**src/hdl/dasd_pkg.sv**
```systemverilog
`timescale 1ns / 1ps
package dasd_pkg;

  localparam int MAX_FRAMES_DEF   = 4096;
  localparam int MAX_CHANNELS_DEF = 2;
  localparam int QUEUE_DEPTH      = 4;

  localparam int SAMPLE_W  = 16;
  localparam int THRESH_W  = 31;
  localparam int COUNT_W   = 32;
  localparam int CHCNT_W   = 2;
  localparam int ENERGY_W  = 44;
  localparam int CFG_IDX_W = 3;
  localparam int CFG_DAT_W = 32;

  typedef enum logic [CFG_IDX_W-1:0] {
    REG_ENABLE             = 3'd0,
    REG_THRESHOLD_SQ       = 3'd1,
    REG_SKIP_TIMEOUT       = 3'd2,
    REG_FALLBACK_TIMEOUT   = 3'd3,
    REG_CHANNEL_COUNT      = 3'd4,
    REG_FALLBACK_AVAILABLE = 3'd5
  } cfg_reg_t;

  typedef struct packed {
    logic                enable;
    logic [THRESH_W-1:0] threshold_sq;
    logic [COUNT_W-1:0]  skip_timeout;
    logic [COUNT_W-1:0]  fallback_timeout;
    logic [CHCNT_W-1:0]  channel_count;
    logic                fallback_available;
  } cfg_t;

  localparam cfg_t CFG_RESET = '{
    enable:             1'b1,
    threshold_sq:       31'd10737,
    skip_timeout:       32'd720000,
    fallback_timeout:   32'd1440000,
    channel_count:      2'd2,
    fallback_available: 1'b0
  };

  // Stereo only when the count says two or more and the build has room for it.
  function automatic logic dual_ch(input logic [CHCNT_W-1:0] cc, input int max_ch);
    return (max_ch >= 2) && cc[1];
  endfunction

  // Saturating counter add.
  function automatic logic [COUNT_W-1:0] sat_add(input logic [COUNT_W-1:0] a,
                                                 input logic [COUNT_W-1:0] b);
    logic [COUNT_W:0] s;
    s = {1'b0, a} + {1'b0, b};
    return s[COUNT_W] ? {COUNT_W{1'b1}} : s[COUNT_W-1:0];
  endfunction

endpackage

```
**src/hdl/dasd_if.sv**
```systemverilog
`timescale 1ns / 1ps
interface dasd_frame_if;
  logic                                  valid;
  logic                                  ready;
  logic signed [dasd_pkg::SAMPLE_W-1:0]  sample_left;
  logic signed [dasd_pkg::SAMPLE_W-1:0]  sample_right;
  logic                                  buffer_end;
  modport source (output valid, sample_left, sample_right, buffer_end, input ready);
  modport sink   (input valid, sample_left, sample_right, buffer_end, output ready);
endinterface

interface dasd_result_if;
  logic                           valid;
  logic                           ready;
  logic                           silent;
  logic                           skip_track;
  logic                           load_fallback;
  logic                           dead_air;
  logic [dasd_pkg::COUNT_W-1:0]   silent_frames;
  logic [dasd_pkg::ENERGY_W-1:0]  buffer_energy;
  modport source (output valid, silent, skip_track, load_fallback, dead_air,
                  silent_frames, buffer_energy, input ready);
  modport sink   (input valid, silent, skip_track, load_fallback, dead_air,
                  silent_frames, buffer_energy, output ready);
endinterface

interface dasd_cfg_if;
  logic                            valid;
  logic                            ready;
  logic [dasd_pkg::CFG_IDX_W-1:0]  index;
  logic [dasd_pkg::CFG_DAT_W-1:0]  data;
  modport source (output valid, index, data, input ready);
  modport sink   (input valid, index, data, output ready);
endinterface

```
**src/hdl/dead_air_silence_detector_unit.sv**
```systemverilog
`timescale 1ns / 1ps
// Dead-air silence detector.
// in_frame : one PCM frame per request (left, right, buffer_end). While the
//            detector is disabled frames are taken and dropped.
// out_result: one request per finished buffer (buffer_end seen, or the
//            buffer reached MAX_FRAMES frames): silent verdict, skip and
//            fallback actions, dead-air mark, silent frame count, energy.
// cfg_wr   : register writes, always ready; write only while idle.
// Throughput: one frame per cycle while the queue has room. A front pipe squares and accumulates;
//   closed buffers go through a 4-entry queue to a back pipe that forms
//   threshold * frames * channels (one multiplier) and updates the counters.
// Path: a closing frame's squares load stage A as it is taken, then the
//   closed buffer is written to the queue, and the limit reg and the output
//   reg load in turn.
// Reset: registers return to their defaults, buffer and counters clear.
// Stalls: a result waits in the output register; the queue absorbs further
//   buffers and in_frame.ready drops only once the queue is nearly full.
module dead_air_silence_detector_unit #(
  parameter int MAX_FRAMES   = dasd_pkg::MAX_FRAMES_DEF,
  parameter int MAX_CHANNELS = dasd_pkg::MAX_CHANNELS_DEF
) (
  input  logic          clk,
  input  logic          rst_n,
  dasd_frame_if.sink    in_frame,
  dasd_result_if.source out_result,
  dasd_cfg_if.sink      cfg_wr
);
  import dasd_pkg::*;

  localparam int FW = $clog2(MAX_FRAMES+1);
  localparam int EW = $clog2(MAX_FRAMES*MAX_CHANNELS) + 31;
  localparam int RW = FW + EW;

  cfg_t cfg_r;

  logic                             q_push, q_pop, q_valid;
  logic [RW-1:0]                    q_wdata, q_rdata;
  logic [$clog2(QUEUE_DEPTH+1)-1:0] q_level;

  // Config register file.
  assign cfg_wr.ready = 1'b1;

  always_ff @(posedge clk) begin
    if (!rst_n) begin
      cfg_r <= CFG_RESET;
    end else if (cfg_wr.valid) begin
      case (cfg_reg_t'(cfg_wr.index))
        REG_ENABLE:             cfg_r.enable             <= cfg_wr.data[0];
        REG_THRESHOLD_SQ:       cfg_r.threshold_sq       <= cfg_wr.data[THRESH_W-1:0];
        REG_SKIP_TIMEOUT:       cfg_r.skip_timeout       <= cfg_wr.data[COUNT_W-1:0];
        REG_FALLBACK_TIMEOUT:   cfg_r.fallback_timeout   <= cfg_wr.data[COUNT_W-1:0];
        REG_CHANNEL_COUNT:      cfg_r.channel_count      <= cfg_wr.data[CHCNT_W-1:0];
        REG_FALLBACK_AVAILABLE: cfg_r.fallback_available <= cfg_wr.data[0];
        default: ; // unmapped index, ignored
      endcase
    end
  end

  dasd_front #(
    .MAX_FRAMES   (MAX_FRAMES),
    .MAX_CHANNELS (MAX_CHANNELS),
    .QDEPTH       (QUEUE_DEPTH),
    .FW           (FW),
    .EW           (EW)
  ) u_front (
    .clk     (clk),
    .rst_n   (rst_n),
    .cfg     (cfg_r),
    .frame   (in_frame),
    .q_level (q_level),
    .q_push  (q_push),
    .q_data  (q_wdata)
  );

  // Closed buffers: {frame count, energy}.
  dasd_fifo #(
    .W     (RW),
    .DEPTH (QUEUE_DEPTH)
  ) u_queue (
    .clk       (clk),
    .rst_n     (rst_n),
    .push      (q_push),
    .push_data (q_wdata),
    .pop       (q_pop),
    .pop_valid (q_valid),
    .pop_data  (q_rdata),
    .level     (q_level)
  );

  dasd_back #(
    .MAX_FRAMES   (MAX_FRAMES),
    .MAX_CHANNELS (MAX_CHANNELS),
    .FW           (FW),
    .EW           (EW)
  ) u_back (
    .clk     (clk),
    .rst_n   (rst_n),
    .cfg     (cfg_r),
    .q_valid (q_valid),
    .q_data  (q_rdata),
    .q_pop   (q_pop),
    .result  (out_result)
  );

endmodule

```
**src/hdl/dasd_fifo.sv**
```systemverilog
`timescale 1ns / 1ps
module dasd_fifo #(
  parameter int W     = 8,
  parameter int DEPTH = 4
) (
  input  logic                       clk,
  input  logic                       rst_n,
  input  logic                       push,
  input  logic [W-1:0]               push_data,
  input  logic                       pop,
  output logic                       pop_valid,
  output logic [W-1:0]               pop_data,
  output logic [$clog2(DEPTH+1)-1:0] level
);
  localparam int PW = $clog2(DEPTH);
  localparam int LW = $clog2(DEPTH+1);

  logic [W-1:0]  mem_r [DEPTH];
  logic [PW-1:0] wr_ptr_r, rd_ptr_r;
  logic [LW-1:0] level_r;

  function automatic logic [PW-1:0] ptr_inc(input logic [PW-1:0] p);
    return (p == PW'(DEPTH-1)) ? '0 : p + 1'b1;
  endfunction

  always_ff @(posedge clk) begin
    if (push) begin
      mem_r[wr_ptr_r] <= push_data;
    end
  end

  always_ff @(posedge clk) begin
    if (!rst_n) begin
      wr_ptr_r <= '0;
      rd_ptr_r <= '0;
      level_r  <= '0;
    end else begin
      if (push) wr_ptr_r <= ptr_inc(wr_ptr_r);
      if (pop)  rd_ptr_r <= ptr_inc(rd_ptr_r);
      if (push && !pop)      level_r <= level_r + 1'b1;
      else if (pop && !push) level_r <= level_r - 1'b1;
    end
  end

  assign pop_valid = (level_r != '0);
  assign pop_data  = mem_r[rd_ptr_r];
  assign level     = level_r;

endmodule

```
**src/hdl/dasd_front.sv**
```systemverilog
`timescale 1ns / 1ps
module dasd_front #(
  parameter int MAX_FRAMES   = dasd_pkg::MAX_FRAMES_DEF,
  parameter int MAX_CHANNELS = dasd_pkg::MAX_CHANNELS_DEF,
  parameter int QDEPTH       = dasd_pkg::QUEUE_DEPTH,
  parameter int FW           = $clog2(MAX_FRAMES+1),
  parameter int EW           = $clog2(MAX_FRAMES*MAX_CHANNELS) + 31
) (
  input  logic                        clk,
  input  logic                        rst_n,
  input  dasd_pkg::cfg_t              cfg,
  dasd_frame_if.sink                  frame,
  input  logic [$clog2(QDEPTH+1)-1:0] q_level,
  output logic                        q_push,
  output logic [FW+EW-1:0]            q_data
);
  import dasd_pkg::*;

  localparam int LVW = $clog2(QDEPTH+1) + 1;
  localparam int SQW = 2*SAMPLE_W - 1;

  // Stage A: registered squares.
  logic           a_valid_r;
  logic           a_end_r;
  logic [SQW-1:0] a_sql_r, a_sqr_r;

  // Stage B: buffer accumulator.
  logic [EW-1:0] energy_r;
  logic [FW-1:0] frames_r;

  logic                         accept;
  logic signed [2*SAMPLE_W-1:0] sq_l, sq_r;
  logic [EW-1:0]                energy_nxt;
  logic [FW-1:0]                frames_nxt;
  logic                         close;

  // Room for the frame in stage A plus one more closing frame.
  assign frame.ready = ({1'b0, q_level} + LVW'(a_valid_r)) < LVW'(QDEPTH);
  assign accept      = frame.valid && frame.ready;

  assign sq_l = frame.sample_left * frame.sample_left;
  assign sq_r = frame.sample_right * frame.sample_right;

  always_ff @(posedge clk) begin
    if (!rst_n) begin
      a_valid_r <= 1'b0;
    end else begin
      a_valid_r <= accept && cfg.enable;
    end
  end

  always_ff @(posedge clk) begin
    if (accept) begin
      a_end_r <= frame.buffer_end;
      a_sql_r <= sq_l[SQW-1:0];
      a_sqr_r <= dual_ch(cfg.channel_count, MAX_CHANNELS) ? sq_r[SQW-1:0] : '0;
    end
  end

  assign energy_nxt = energy_r + EW'(a_sql_r) + EW'(a_sqr_r);
  assign frames_nxt = frames_r + 1'b1;
  // Full buffer closes on its own.
  assign close      = a_valid_r && (a_end_r || (frames_nxt == FW'(MAX_FRAMES)));

  always_ff @(posedge clk) begin
    if (!rst_n) begin
      energy_r <= '0;
      frames_r <= '0;
    end else if (a_valid_r) begin
      energy_r <= close ? '0 : energy_nxt;
      frames_r <= close ? '0 : frames_nxt;
    end
  end

  assign q_push = close;
  assign q_data = {frames_nxt, energy_nxt};

endmodule

```
**src/hdl/dasd_back.sv**
```systemverilog
`timescale 1ns / 1ps
module dasd_back #(
  parameter int MAX_FRAMES   = dasd_pkg::MAX_FRAMES_DEF,
  parameter int MAX_CHANNELS = dasd_pkg::MAX_CHANNELS_DEF,
  parameter int FW           = $clog2(MAX_FRAMES+1),
  parameter int EW           = $clog2(MAX_FRAMES*MAX_CHANNELS) + 31
) (
  input  logic              clk,
  input  logic              rst_n,
  input  dasd_pkg::cfg_t    cfg,
  input  logic              q_valid,
  input  logic [FW+EW-1:0]  q_data,
  output logic              q_pop,
  dasd_result_if.source     result
);
  import dasd_pkg::*;

  localparam int LW = THRESH_W + FW + 1;
  localparam int CW = (EW > LW) ? EW : LW;

  // Stage 1: limit = threshold_sq * frames * channels.
  logic          s1_valid_r;
  logic [EW-1:0] s1_energy_r;
  logic [FW-1:0] s1_frames_r;
  logic [LW-1:0] s1_limit_r;

  // Silence tracking state.
  logic [COUNT_W-1:0] silence_cnt_r, post_skip_r;
  logic               skip_fired_r, dead_air_r;

  // Output register.
  logic                o_valid_r;
  logic                o_silent_r, o_skip_r, o_fb_r, o_dead_r;
  logic [COUNT_W-1:0]  o_frames_r;
  logic [ENERGY_W-1:0] o_energy_r;

  logic          o_adv, s1_adv;
  logic [FW-1:0] q_frames;
  logic [EW-1:0] q_energy;
  logic [FW:0]   samples;
  logic [LW-1:0] limit_nxt;

  logic               silent;
  logic               skip, fallback, fired_nxt, dead_nxt;
  logic [COUNT_W-1:0] sil_nxt, post_nxt, post_base;

  assign o_adv  = !o_valid_r || result.ready;
  assign s1_adv = s1_valid_r && o_adv;
  assign q_pop  = q_valid && (!s1_valid_r || o_adv);

  assign {q_frames, q_energy} = q_data;
  assign samples   = dual_ch(cfg.channel_count, MAX_CHANNELS) ? {q_frames, 1'b0}
                                                             : {1'b0, q_frames};
  assign limit_nxt = LW'(cfg.threshold_sq) * LW'(samples);

  always_ff @(posedge clk) begin
    if (!rst_n) begin
      s1_valid_r <= 1'b0;
    end else if (q_pop) begin
      s1_valid_r <= 1'b1;
    end else if (s1_adv) begin
      s1_valid_r <= 1'b0;
    end
  end

  always_ff @(posedge clk) begin
    if (q_pop) begin
      s1_energy_r <= q_energy;
      s1_frames_r <= q_frames;
      s1_limit_r  <= limit_nxt;
    end
  end

  // Buffer verdict and timeout bookkeeping.
  always_comb begin
    silent    = CW'(s1_energy_r) < CW'(s1_limit_r);
    skip      = 1'b0;
    fallback  = 1'b0;
    sil_nxt   = '0;
    post_nxt  = '0;
    post_base = '0;
    fired_nxt = 1'b0;
    dead_nxt  = 1'b0;
    if (silent) begin
      sil_nxt   = sat_add(silence_cnt_r, COUNT_W'(s1_frames_r));
      skip      = !skip_fired_r && (sil_nxt >= cfg.skip_timeout);
      fired_nxt = skip_fired_r || skip;
      dead_nxt  = dead_air_r || skip;
      post_base = skip ? '0 : post_skip_r;
      post_nxt  = post_base;
      if (fired_nxt) begin
        post_nxt = sat_add(post_base, COUNT_W'(s1_frames_r));
        if ((post_nxt >= cfg.fallback_timeout) && cfg.fallback_available) begin
          fallback  = 1'b1;
          fired_nxt = 1'b0;
          sil_nxt   = '0;
          post_nxt  = '0;
        end
      end
    end
  end

  always_ff @(posedge clk) begin
    if (!rst_n) begin
      silence_cnt_r <= '0;
      post_skip_r   <= '0;
      skip_fired_r  <= 1'b0;
      dead_air_r    <= 1'b0;
      o_valid_r     <= 1'b0;
    end else begin
      if (s1_adv) begin
        silence_cnt_r <= sil_nxt;
        post_skip_r   <= post_nxt;
        skip_fired_r  <= fired_nxt;
        dead_air_r    <= dead_nxt;
        o_valid_r     <= 1'b1;
      end else if (result.ready) begin
        o_valid_r <= 1'b0;
      end
    end
  end

  always_ff @(posedge clk) begin
    if (s1_adv) begin
      o_silent_r <= silent;
      o_skip_r   <= skip;
      o_fb_r     <= fallback;
      o_dead_r   <= dead_nxt;
      o_frames_r <= sil_nxt;
      o_energy_r <= ENERGY_W'(s1_energy_r);
    end
  end

  assign result.valid         = o_valid_r;
  assign result.silent        = o_silent_r;
  assign result.skip_track    = o_skip_r;
  assign result.load_fallback = o_fb_r;
  assign result.dead_air      = o_dead_r;
  assign result.silent_frames = o_frames_r;
  assign result.buffer_energy = o_energy_r;

endmodule

```
**src/flat_wrapper.sv**
```systemverilog
// flat-port wrapper written by rule: the top's interface ports become plain ports
module dead_air_silence_detector_unit_flat import dasd_pkg::*;
#(
  parameter int MAX_FRAMES   = dasd_pkg::MAX_FRAMES_DEF,
  parameter int MAX_CHANNELS = dasd_pkg::MAX_CHANNELS_DEF
)
  (clk, rst_n, in_frame_valid, in_frame_sample_left, in_frame_sample_right, in_frame_buffer_end, in_frame_ready, out_result_valid, out_result_silent, out_result_skip_track, out_result_load_fallback, out_result_dead_air, out_result_silent_frames, out_result_buffer_energy, out_result_ready, cfg_wr_valid, cfg_wr_index, cfg_wr_data, cfg_wr_ready);
  dasd_frame_if in_frame_i ();
  dasd_result_if out_result_i ();
  dasd_cfg_if cfg_wr_i ();
  input  logic clk;
  input  logic rst_n;
  input wire logic [$bits(in_frame_i.valid)-1:0] in_frame_valid;
  input wire logic [$bits(in_frame_i.sample_left)-1:0] in_frame_sample_left;
  input wire logic [$bits(in_frame_i.sample_right)-1:0] in_frame_sample_right;
  input wire logic [$bits(in_frame_i.buffer_end)-1:0] in_frame_buffer_end;
  output wire logic [$bits(in_frame_i.ready)-1:0] in_frame_ready;
  output wire logic [$bits(out_result_i.valid)-1:0] out_result_valid;
  output wire logic [$bits(out_result_i.silent)-1:0] out_result_silent;
  output wire logic [$bits(out_result_i.skip_track)-1:0] out_result_skip_track;
  output wire logic [$bits(out_result_i.load_fallback)-1:0] out_result_load_fallback;
  output wire logic [$bits(out_result_i.dead_air)-1:0] out_result_dead_air;
  output wire logic [$bits(out_result_i.silent_frames)-1:0] out_result_silent_frames;
  output wire logic [$bits(out_result_i.buffer_energy)-1:0] out_result_buffer_energy;
  input wire logic [$bits(out_result_i.ready)-1:0] out_result_ready;
  input wire logic [$bits(cfg_wr_i.valid)-1:0] cfg_wr_valid;
  input wire logic [$bits(cfg_wr_i.index)-1:0] cfg_wr_index;
  input wire logic [$bits(cfg_wr_i.data)-1:0] cfg_wr_data;
  output wire logic [$bits(cfg_wr_i.ready)-1:0] cfg_wr_ready;
  assign in_frame_i.valid = in_frame_valid;
  assign in_frame_i.sample_left = in_frame_sample_left;
  assign in_frame_i.sample_right = in_frame_sample_right;
  assign in_frame_i.buffer_end = in_frame_buffer_end;
  assign in_frame_ready = in_frame_i.ready;
  assign out_result_valid = out_result_i.valid;
  assign out_result_silent = out_result_i.silent;
  assign out_result_skip_track = out_result_i.skip_track;
  assign out_result_load_fallback = out_result_i.load_fallback;
  assign out_result_dead_air = out_result_i.dead_air;
  assign out_result_silent_frames = out_result_i.silent_frames;
  assign out_result_buffer_energy = out_result_i.buffer_energy;
  assign out_result_i.ready = out_result_ready;
  assign cfg_wr_i.valid = cfg_wr_valid;
  assign cfg_wr_i.index = cfg_wr_index;
  assign cfg_wr_i.data = cfg_wr_data;
  assign cfg_wr_ready = cfg_wr_i.ready;
  dead_air_silence_detector_unit #(.MAX_FRAMES(MAX_FRAMES), .MAX_CHANNELS(MAX_CHANNELS)) u_core (.clk(clk), .rst_n(rst_n), .in_frame(in_frame_i), .out_result(out_result_i), .cfg_wr(cfg_wr_i));
endmodule
```
**config.mk**
```make
export PLATFORM = sky130hd
export DESIGN_NAME = dead_air_silence_detector_unit_flat
export DESIGN_NICKNAME = d
export VERILOG_FILES = /design/src/hdl/dasd_pkg.sv /design/src/hdl/dasd_if.sv /design/src/hdl/dead_air_silence_detector_unit.sv /design/src/hdl/dasd_fifo.sv /design/src/hdl/dasd_front.sv /design/src/hdl/dasd_back.sv /design/src/flat_wrapper.sv
export SDC_FILE = /design/constraint.sdc
export NUM_CORES = 2
export LEC_CHECK = 0
export BUFFER_PORTS_ARGS = -buffer_cell sky130_fd_sc_hd__buf_2
export CORE_UTILIZATION = 25
export CTS_CLUSTER_DIAMETER = 200
export CTS_CLUSTER_SIZE = 25
export DETAILED_ROUTE_END_ITERATION = 10
export GPL_TIMING_DRIVEN = 0
export PLACE_DENSITY = 0.37
export SLEW_MARGIN = 15
export SYNTH_ARGS = -nofsm -noshare
export SYNTH_HDL_FRONTEND = slang
export SYNTH_HIERARCHICAL = 1
export SYNTH_SLANG_ARGS = --single-unit
```
**constraint.sdc**
```tcl
create_clock -name clk -period 23.1 [get_ports clk]
set_clock_uncertainty 0.2 [all_clocks]
set_input_delay 4.62 -clock clk [delete_from_list [all_inputs] [get_ports clk]]
set_output_delay 4.62 -clock clk [all_outputs]
set_load 0.1 [all_outputs]
```
==> results.txt <==
Status: finished clean
Synth Warn #: 6
CP max FO: 10
Required @ worst endpoint: 23.27 ns
Fmax: 82.6 MHz
Reg clk slew, reported paths: 0.11 ns
Post-CTS Hold Fix Bufs: 0
Worst-skew pair later-pin latency: 0.64 ns
Routed vias/inst: 4.41
Final HPWL DP: 164 mm
Layout cell share with drive strength beyond 1: 6.68%
Aggregate negative setup slack: 0 ns
Hold Violations, Final: 0
Pin count of the biggest net entering global routing: 60
Antenna Nets Post-Route: 0
Worst slew pin tran: 1.09 ns
Startpoint Class: input pin
I/O pin count: 156
Initial antenna violation count: 5
Die height: 507 um
Core area: 252000 um2
Rel. slew slack: 26.5%
CTS Buffer Depth: 3
Worst Path Arrival: 12.28 ns
Post-CTS sizing: 0
Post-Syn Area: 63700 um2
Commonest non-fill, non-tap cells in the layout: 1088 x inv_1, 838 x fa_1, 695 x nand2_1
Post-CTS Setup Bufs: 0
Placer Congestion: 0.835
Minimum clock period: 12.10 ns
Remaining DRCs: 0
Endpoints failing setup: 0
Gate Count Post-Synth: 6095
Fin crit share: 52.4%
P&R area growth vs syn: 9.83%
Hold Crit Class: reg2reg
Initial Util: 25.3%
Site Rows: 184
Commonest non-fill, non-tap cell in the layout: inv_1
Final nets: 7658
Number of global-route vias before repair: 45200
Num CTS Buffers: 34
Die W: 507 um
RSZ-0062 raised after global routing: false
H-tree depth: 2
Max_cap viols: 0
Final slew viol count: 0
CP Capture Type: flip-flop
Syn_area_per_cell: 10.5 um2
Routed wire per std cell: 20.5 um
First-pass GRT wire length: 297 mm
Total GRT Usage: 15.5%
Iteration-0 DRC Markers: 2321
Via count: 42700
Gr ovfl total: 0
DRT Pass-1 Iters: 6
Routed WL: 198 mm
CTS tree: built
CP Class: in2reg
Die area: 257000 um2
PortBufs: 149
Clock root buffer master: clkbuf_16
CTS sink cnt: 704
path summary, 6_finish.rpt:
kind,from,endpoint,slack (ns),depth (start not counted)
max,in_frame_sample_left[3],u_core/u_front/a_sql_r[30],11.00,24
min,u_core/u_back/post_skip_r[8],u_core/u_back/post_skip_r[8],0.25,2
max reg2reg,u_core/u_back/s1_frames_r[0],u_core/u_back/result.silent_frames[29],11.63,44
min reg2reg,u_core/u_back/post_skip_r[8],u_core/u_back/post_skip_r[8],0.25,2
routing by layer:
metal  track usage [%]  wire length (um)  part of all wire, %
met2              26.1             94900                   48
met4              3.00              3660                  1.8
met1              21.5             94000                   47
met3              1.35              5600                  2.8
met5                 0                13               0.0066
area by class of cell:
type / instances / area, um2
inverter: 1096 / 4120
fill: 26800 / 182000
timing repair buffer: 162 / 1060
buffer: 230 / 1110
clock inverter: 5 / 58.8
tap: 3348 / 4190
antenna: 3 / 7.51
multi-input combinational: 4066 / 39700
sequential: 704 / 18800
clock buffer: 51 / 915
sequential cells by signal, summed over array words and instances (netlist names), 32 cells and up, named ones only:
name / count
u_core/cfg_r: 98
u_core/u_back/result.buffer_energy: 44
u_core/u_back/s1_limit_r: 45
u_core/u_back/post_skip_r: 32
u_core/u_back/result.silent_frames: 32
u_core/u_back/s1_energy_r: 44
u_core/u_back/silence_cnt_r: 32
u_core/u_front/energy_r: 44
u_core/u_queue/mem_r: 228
metrics by stage:
step | cells | utilization (%) | setup WS (ns) | cell area [um2] | hold WS (ns)
floorplan | 6096 | - | 8.80 | 63700 | 0.217
global placement | 9593 | 27.2 | 0.282 | 68700 | 0.235
detailed placement | 9606 | 27.3 | 10.27 | 69000 | 0.239
CTS | 9662 | 27.7 | 10.96 | 70000 | 0.256
global route | 9663 | 27.7 | 10.56 | 70000 | 0.275
finish | 9665 | 27.7 | 11.00 | 70000 | 0.253
worst max-delay path: stages:
cell,delay (ns)
buf_2,0.12
clkbuf_1,0.65
clkinv_1,0.62
nor2_1,0.35
ha_1,0.30
xor2_1,0.20
fa_1,0.54
inv_1,0.05
fa_1,0.50
fa_1,0.54
fa_1,0.49
inv_1,0.05
fa_1,0.47
inv_1,0.04
ha_1,0.36
and3_1,0.21
and3_1,0.24
nand4_1,0.11
o32ai_1,0.74
nand4_1,0.28
and3_1,0.28
o31ai_1,0.24
a21oi_1,0.11
xnor2_1,0.14
Power is not shown: default switching activity piles up to over one toggle a cycle in this logic, so the estimate is an artifact.
